<file path="config.mk">
export PLATFORM = sky130hd
export DESIGN_NAME = gft_smul
export DESIGN_NICKNAME = d
export VERILOG_FILES = /design/src/rtl/geometric_factor_tensor_defines.svh /design/src/rtl/gft_pkg.sv /design/src/rtl/gft_smul.sv
export SDC_FILE = /design/constraint.sdc
export NUM_CORES = 2
export LEC_CHECK = 0
export ABC_AREA = 1
export BUFFER_PORTS_ARGS = -buffer_cell sky130_fd_sc_hd__buf_4
export CORE_MARGIN = 1
export CORE_UTILIZATION = 50
export CTS_CLUSTER_SIZE = 8
export DETAILED_ROUTE_END_ITERATION = 8
export GPL_TIMING_DRIVEN = 0
export PLACE_DENSITY = 0.76
export SLEW_MARGIN = 20
export SYNTH_ARGS = -nofsm -noshare
export SYNTH_HDL_FRONTEND = slang
export SYNTH_SLANG_ARGS = --single-unit
</file>
<file path="constraint.sdc">
create_clock -name clk -period 8.4 [get_ports clk]
set_input_delay 1.68 -clock clk [delete_from_list [all_inputs] [get_ports clk]]
set_output_delay 1.68 -clock clk [all_outputs]
set_load 0.1 [all_outputs]
</file>
<file path="src/rtl/geometric_factor_tensor_defines.svh">
// ----------------------------------------------------------------------------
// Geometric factor tensor assertion macros
// Shared concurrent assertion forms, clocked on clk and held off in reset.
// ----------------------------------------------------------------------------
`ifndef GEOMETRIC_FACTOR_TENSOR_DEFINES_SVH
`define GEOMETRIC_FACTOR_TENSOR_DEFINES_SVH

// Same-cycle implication.
`define GFT_ASSERT_IMPL(lbl, ante, cons, msg) \
  lbl: assert property (@(posedge clk) disable iff (!rst_n) (ante) |-> (cons)) \
    else $error(msg);

// Implication with a fixed delay.
`define GFT_ASSERT_DELAY(lbl, ante, dly, cons, msg) \
  lbl: assert property (@(posedge clk) disable iff (!rst_n) (ante) |-> ##dly (cons)) \
    else $error(msg);

`endif

</file>
<file path="src/rtl/gft_pkg.sv">
// ----------------------------------------------------------------------------
// Geometric factor tensor package
// Beat types, widths, latency helpers and saturation limits.
// ----------------------------------------------------------------------------
`default_nettype none

package gft_pkg;

  localparam int FRAC_BITS_DEF = 16;
  localparam int JAC_W         = 32;
  localparam int WEIGHT_W      = 20;
  localparam int GEO_W         = 64;
  localparam int LIMB_W        = 32;
  localparam int DIV_LAT       = GEO_W + 3;

  localparam logic [GEO_W-1:0] Q_MAX = {1'b0, {(GEO_W-1){1'b1}}};
  localparam logic [GEO_W-1:0] Q_MIN = {1'b1, {(GEO_W-1){1'b0}}};

  typedef struct packed {
    logic signed [JAC_W-1:0]  jac_00;
    logic signed [JAC_W-1:0]  jac_01;
    logic signed [JAC_W-1:0]  jac_02;
    logic signed [JAC_W-1:0]  jac_10;
    logic signed [JAC_W-1:0]  jac_11;
    logic signed [JAC_W-1:0]  jac_12;
    logic signed [JAC_W-1:0]  jac_20;
    logic signed [JAC_W-1:0]  jac_21;
    logic signed [JAC_W-1:0]  jac_22;
    logic [WEIGHT_W-1:0]      quad_weight;
    logic signed [JAC_W-1:0]  jac_det;
  } gft_in_t;

  typedef struct packed {
    logic signed [GEO_W-1:0] geo_00;
    logic signed [GEO_W-1:0] geo_01;
    logic signed [GEO_W-1:0] geo_02;
    logic signed [GEO_W-1:0] geo_11;
    logic signed [GEO_W-1:0] geo_12;
    logic signed [GEO_W-1:0] geo_22;
    logic                    singular;
  } gft_out_t;

  // Latency of gft_smul for a first operand of the given width.
  function automatic int mul_lat(input int wa);
    return 2 * ((wa + LIMB_W - 1) / LIMB_W) + 2;
  endfunction

  // Row and column of the i-th unique metric entry.
  function automatic int gram_row(input int i);
    int r;
    case (i)
      0, 1, 2: r = 0;
      3, 4:    r = 1;
      default: r = 2;
    endcase
    return r;
  endfunction

  function automatic int gram_col(input int i);
    int c;
    case (i)
      0:       c = 0;
      1, 3:    c = 1;
      default: c = 2;
    endcase
    return c;
  endfunction

endpackage

`default_nettype wire

</file>
<file path="src/rtl/gft_smul.sv">
// ----------------------------------------------------------------------------
// Geometric factor tensor signed multiplier
// Sign-magnitude limb multiplier: one 32-bit limb of a per two stages.
// ----------------------------------------------------------------------------
`default_nettype none

module gft_smul #(
  parameter int WA = 32,
  parameter int WB = 32
) (
  input  logic                    clk,
  input  logic                    rst_n,
  input  logic                    in_vld,
  input  logic signed [WA-1:0]    a,
  input  logic signed [WB-1:0]    b,
  output logic                    out_vld,
  output logic signed [WA+WB-1:0] p
);

  localparam int LW   = gft_pkg::LIMB_W;
  localparam int NA   = (WA + LW - 1) / LW;
  localparam int NB   = (WB + LW - 1) / LW;
  localparam int WAP  = NA * LW;
  localparam int WBP  = NB * LW;
  localparam int WACC = WAP + WBP;
  localparam int WP   = WA + WB;
  localparam int WROW = WBP + LW;

  logic [WA-1:0] amag;
  logic [WB-1:0] bmag;

  logic            vld_r [NA+1];
  logic            neg_r [NA+1];
  logic [WAP-1:0]  ma_r  [NA+1];
  logic [WBP-1:0]  mb_r  [NA+1];
  logic [WACC-1:0] acc_r [NA+1];

  logic            vm_r   [NA];
  logic            nm_r   [NA];
  logic [WAP-1:0]  mam_r  [NA];
  logic [WBP-1:0]  mbm_r  [NA];
  logic [WACC-1:0] accm_r [NA];
  logic [2*LW-1:0] pp_r   [NA][NB];

  logic          out_vld_r;
  logic [WP-1:0] p_r;

  always_comb begin
    amag = a[WA-1] ? (~a + 1'b1) : a;
    bmag = b[WB-1] ? (~b + 1'b1) : b;
  end

  // take magnitudes and the product sign
  always_ff @(posedge clk) begin
    if (!rst_n) begin
      vld_r[0] <= 1'b0;
    end else begin
      vld_r[0] <= in_vld;
    end
  end

  always_ff @(posedge clk) begin
    neg_r[0] <= a[WA-1] ^ b[WB-1];
    ma_r[0]  <= WAP'(amag);
    mb_r[0]  <= WBP'(bmag);
    acc_r[0] <= '0;
  end

  for (genvar k = 0; k < NA; k++) begin : g_limb
    logic [WROW-1:0] even_sum;
    logic [WROW-1:0] odd_sum;

    always_ff @(posedge clk) begin
      if (!rst_n) begin
        vm_r[k] <= 1'b0;
      end else begin
        vm_r[k] <= vld_r[k];
      end
    end

    // partial products of limb k against every limb of b
    always_ff @(posedge clk) begin
      nm_r[k]   <= neg_r[k];
      mam_r[k]  <= ma_r[k];
      mbm_r[k]  <= mb_r[k];
      accm_r[k] <= acc_r[k];
      for (int j = 0; j < NB; j++) begin
        pp_r[k][j] <= ma_r[k][k*LW +: LW] * mb_r[k][j*LW +: LW];
      end
    end

    // even and odd partial products do not overlap within their group
    always_comb begin
      even_sum = '0;
      odd_sum  = '0;
      for (int j = 0; j < NB; j++) begin
        if (j[0] == 1'b0) begin
          even_sum[j*LW +: 2*LW] = pp_r[k][j];
        end else begin
          odd_sum[j*LW +: 2*LW] = pp_r[k][j];
        end
      end
    end

    always_ff @(posedge clk) begin
      if (!rst_n) begin
        vld_r[k+1] <= 1'b0;
      end else begin
        vld_r[k+1] <= vm_r[k];
      end
    end

    always_ff @(posedge clk) begin
      neg_r[k+1] <= nm_r[k];
      ma_r[k+1]  <= mam_r[k];
      mb_r[k+1]  <= mbm_r[k];
      acc_r[k+1] <= accm_r[k] + (WACC'(even_sum + odd_sum) << (k * LW));
    end
  end

  // restore the sign
  always_ff @(posedge clk) begin
    if (!rst_n) begin
      out_vld_r <= 1'b0;
    end else begin
      out_vld_r <= vld_r[NA];
    end
  end

  always_ff @(posedge clk) begin
    p_r <= neg_r[NA] ? WP'(~acc_r[NA] + 1'b1) : WP'(acc_r[NA]);
  end

  assign out_vld = out_vld_r;
  assign p       = p_r;

endmodule

`default_nettype wire

</file>
After elaboration in Yosys (flattened, before gate mapping):

Memory sizes are Yosys's and may differ from the RTL's. A register that Yosys moved wholly into a read port is not among the register bits.
Index checks and enable logic that the tools add are counted.

* bits in registers: 64
* bits in latches: 0
* memory bits (writable): 454
* memory bits (read-only): 0
* input port bits: 67
* word-level logic and storage cells: 34
* memories: 11

Memories
* acc_r: depth 2, bits a word 64, rd ports 2, clocked after memory_dff 0, wr ports 2, RTL line gft_smul.sv:36 `logic [WACC-1:0] acc_r [NA+1];`
* accm_r: depth 1, bits a word 64, rd ports 1, clocked after memory_dff 0, wr ports 1, RTL line gft_smul.sv:42 `logic [WACC-1:0] accm_r [NA];`
* ma_r: depth 2, bits a word 32, rd ports 1, clocked after memory_dff 0, wr ports 2, RTL line gft_smul.sv:34 `logic [WAP-1:0] ma_r [NA+1];`
* mb_r: depth 2, bits a word 32, rd ports 1, clocked after memory_dff 0, wr ports 2, RTL line gft_smul.sv:35 `logic [WBP-1:0] mb_r [NA+1];`
* pp_r: depth 1, bits a word 64, rd ports 1, clocked after memory_dff 0, wr ports 1, RTL line gft_smul.sv:43 `logic [2*LW-1:0] pp_r [NA][NB];`
* mam_r: depth 1, bits a word 32, rd ports 1, clocked after memory_dff 0, wr ports 1, RTL line gft_smul.sv:40 `logic [WAP-1:0] mam_r [NA];`
* 5 more memories

* add/subtract/negate cells: 4
* multipliers: 1
* divide/modulo/power cells: 0
* magnitude comparators: 0
* eq/ne operators: 0
* shifts and indexed selects: 0
* multiplexer cells: 9
* bitwise operators: 6
* reductions and logical operators: 2

Operators by type and width (number)
* adder 32 x 1 -> 32 bit (second input constant): 2
* adder 64 x 1 -> 64 bit (second input constant): 1
* adder 64 bit: 1
* multiplier 32 x 32 -> 64 bit: 1
* two-way mux 32 bit: 2
* two-way mux 64 bit: 1
* NOT 32 bit: 2
* NOT 64 bit: 1
* two-way mux 1 bit: 6
* OR 1 bit: 2
* logical NOT 1 bit: 1
* OR reduction 1 bit: 1
* bitwise XOR 1 bit: 1

Logic depth before layout (Yosys ltp):

An unclocked memory read counts as a cell.

* depth after elaboration: 4
* depth in mapped cells: 30
* mapped depth without buffers: 29

Worst setup path after synthesis:

Ideal clock, no wire load.

* path type: reg-to-reg
* start: memory ma_r[0][30] (netlist name)
* end: memory pp_r[0][61] (netlist name)
* arrival time: 5995 ps
* required time: 8288 ps
* path slack: 2292 ps
* cell stages (with the launch flop): 27
* cell sequence: dfxtp_1 clkbuf_1 nand2_1 fa_1 inv_1 fa_1 fa_1 inv_1 fa_1 inv_1 fa_1 fa_1 fa_1 inv_1 fa_1 inv_1 ha_1 nand2_1 inv_1 a21oi_1 nand2_1 nand2_1 nand2_1 a21oi_1 nand2_1 nand2_1 nand2_1

* cells in the longest elaborated chain, start to end: 2

Ends and longest elaborated chain
* start: declaration: RTL line gft_smul.sv:34
* memory (2 x 32 bit)
* multiplier 32 x 32 -> 64 bit: RTL line gft_smul.sv:88 `pp_r[k][j] <= ma_r[k][k*LW +: LW] * mb_r[k][j*LW +: LW];`
* end: declaration: RTL line gft_smul.sv:43

Every way passes these cells.

Final worst setup path:

* start: memory mb_r[0][9] (netlist name)
* end: memory pp_r[0][58] (netlist name)

* cells in the longest elaborated chain, start to end: 2

Ends and longest elaborated chain (RTL line)
* start: declaration: gft_smul.sv:35
* memory (2 x 32 bit)
* multiplier 32 x 32 -> 64 bit: gft_smul.sv:88

Every way passes these cells.

==> summary.txt <==
Outcome
  – Status: complete, no violations

Timing
  – Setup TNS: 0 ps
  – Worst-margin pin slew: approximately 1400 ps
  – Clk_skew: slightly below 20 ps
  – # setup viols final: 0
  – Slew HR: 0.0811
  – Min cycle time layout: around 8200 ps
  – Unrepaired setup endpoints after global routing: false
  – Achievable Freq: approximately 0.12 GHz
  – Final Hold Vio Count: 0
  – Final Cycle Share: 0.971
  – Final Max Tran Viols: 0

Drt
  – DRC errors left: 0
  – 1st-iter DRT viols: roughly 3,900
  – Routed vias: 38,930
  – Post-DR wirelength/cell: approximately 23 um
  – Final ANT Viol Nets: 0
  – Vias per cell: 5.23
  – DRT Pass-1 Iters: 8
  – Total routed wirelength: between 150 and 200 mm

Clock network
  – Worst skew pair latency: around 560 ps
  – # hold bufs at CTS: 0
  – Clk Tree Root Cell: clkbuf_16
  – Bufs on Longest Clock Path: 3
  – CTS tree: built
  – Worst-path clk slew: ~50 ps
  – CTS Buf Count: 38
  – H-tree Lvls: 2
  – Setup repair bufs after CTS: 0
  – Clk sinks: roughly 260
  – # resized after CTS: 0

Finish
  – Final instance area: 49,000 um2
  – Fin cells: approximately 7,400
  – NumNets Final: roughly 7,500
  – Layout cells sized above 1: 0.0388
  – FF/Latch Area: ~5300 um2
  – Fillcell total: a little under 9,000
  – Commonest non-fill, non-tap cells in the layout: 1,879 x inv_1, 1,829 x nand2_1, 896 x fa_1, 266 x ha_1, 263 x dfxtp_1
  – Layout area overhead: 7.74%
  – Most common cell after layout, fill and taps aside: inv_1
  – Area occupied by multi-input gates: about 32,000 um2

Floorplan
  – Die ar.: about 92,000 um2
  – Initial Util: 0.505
  – Row Count: 110
  – Die width: 304 um
  – Die Y: roughly 300 um
  – IO Count: roughly 130
  – Core Area: roughly 90,000 um2

Setup path
  – Crit Path Category: register to register
  – CP Data Arrival Time: around 8600 ps
  – WP data required: slightly below 9000 ps
  – Crit. End Element: register
  – Critical path launch point type: register
  – Critical-path maximum fanout: 10

Synth
  – Yosys cell types: between 40 and 50
  – Top cell type's share of synthesized area: 0.395
  – Synth Flop Type: dfxtp_1
  – Mean cell area of the mapped netlist: between 7 and 8 um2
  – Syn Std Cell Area: roughly 45,000 um2
  – Yosys top cell by area: fa_1
  – Post-synthesis cell count: slightly above 6,000
  – Number of flops mapped to enable cells by yosys: 0
  – Seq/Total Area, Yosys: 0.116
  – Mapped Nets: 7,317
  – Post-synthesis register bit count: roughly 260
  – Synth async-reset ratio: 0
  – Area contributors post-synth: fa_1 39%, inv_1 16%, nand2_1 15%
  – Yosys warns: 0

Placement
  – Final HPWL DP: about 140 mm
  – Port buffer count: 130
  – Placed instance area: about 48,000 um2
  – Final estimated routing congestion in global placement: between 1 and 1.5
  – Placed Cells: 7,395

Job
  – Max Cap Viol: 0

Global routing
  – GRT Total Usage: 0.381
  – Largest net degree at the start of global routing: 11
  – Vias in the first global route: 39,758
  – First-pass GRT wire length: roughly 250 mm
  – Aggregate global routing overflow: 0
  – Initial antenna violation count: 7

Hold path
  – Hold WC Path Type: register to register
[layer usage]
metal | track usage | wire, um | vias to the layer above
li1 | - | - | 17277
met1 | 0.447 | 60500 | 18561
met2 | 0.597 | 75000 | 2407
met3 | 0.139 | 22700 | 675
met4 | 0.228 | 13200 | 10
met5 | 0 | 71 | -
[through the flow]
step | setup WS, ps | hold slack (ps) | util
detailed placement | 431 | 312 | 0.533
finish | 247 | 315 | 0.544
CTS | 435 | 314 | 0.544
global route | 154 | 320 | 0.544
global placement | 473 | 310 | 0.532
floorplan | 2290 | 310 | -
[kinds of logic after synthesis]
family / synth area share
adders and majority gates: 0.468
and+or+nand+nor: 0.206
xor gates and xnor gates: 0.0241
buffers and inverters: 0.173
DFF: 0.116
AOI/OAI and AO/OA: 0.0136
[worst paths after layout]
path                 startpoint  slack (ps)  depth (start not counted)              endpoint
max          mb_r[0][9]$_DFF_P_         250                         26   pp_r[0][58]$_DFF_P_
min          pp_r[0][7]$_DFF_P_         320                          0  acc_r[0][71]$_DFF_P_
max reg2reg  mb_r[0][9]$_DFF_P_         250                         26   pp_r[0][58]$_DFF_P_
min reg2reg  pp_r[0][7]$_DFF_P_         320                          0  acc_r[0][71]$_DFF_P_
[synth_stat cells, types with 7 or more instances]
library cell	number
a21oi_1	46
clkbuf_1	201
dfxtp_1	263
fa_1	896
ha_1	266
inv_1	1879
nand2_1	1829
nand3_1	130
nand4_1	56
nor2_1	249
nor2_2	9
nor3_1	22
o21ai_0	33
o21ai_1	7
o21bai_1	13
xnor2_1	20
xor2_1	105
[area by class of cell]
| cell class | count | share of cell area |
|---|---|---|
| Tap cell | 1176 | 0.0300 |
| Clock inverter | 2 | 0.000587 |
| Multi-Input combinational cell | 3736 | 0.660 |
| Sequential cell | 263 | 0.107 |
| Timing Repair Buffer | 132 | 0.0205 |
| Buffer | 209 | 0.0169 |
| Clock buffer | 40 | 0.0200 |
| Inverter | 1880 | 0.144 |
| Antenna cell | 1 | 0.0000511 |
[critical path, cell delays in order (launching register included)]
cell,delay [ps]
dfxtp_1,780
clkbuf_1,1020
nand2_1,190
fa_1,450
inv_1,80
fa_1,430
fa_1,520
inv_1,50
fa_1,480
inv_1,60
fa_1,510
inv_1,60
fa_1,520
inv_1,60
fa_1,380
fa_1,520
ha_1,440
nand2_1,110
nand2_1,120
nand2_1,90
nand2_1,70
a21oi_1,340
nand3_1,370
nand2_1,190
nand3_1,80
nand2_1,60
nand2_1,60
[sequential cells by signal (all words and copies together) (netlist names)]
name     flops
ma_r        32
nm_r         1
vm_r         1
pp_r        64
vld_r        2
neg_r        2
mb_r        32
acc_r       64
p           64
out_vld      1
Power is not shown: default switching activity piles up to over one toggle a cycle in this logic, so the estimate is an artifact.
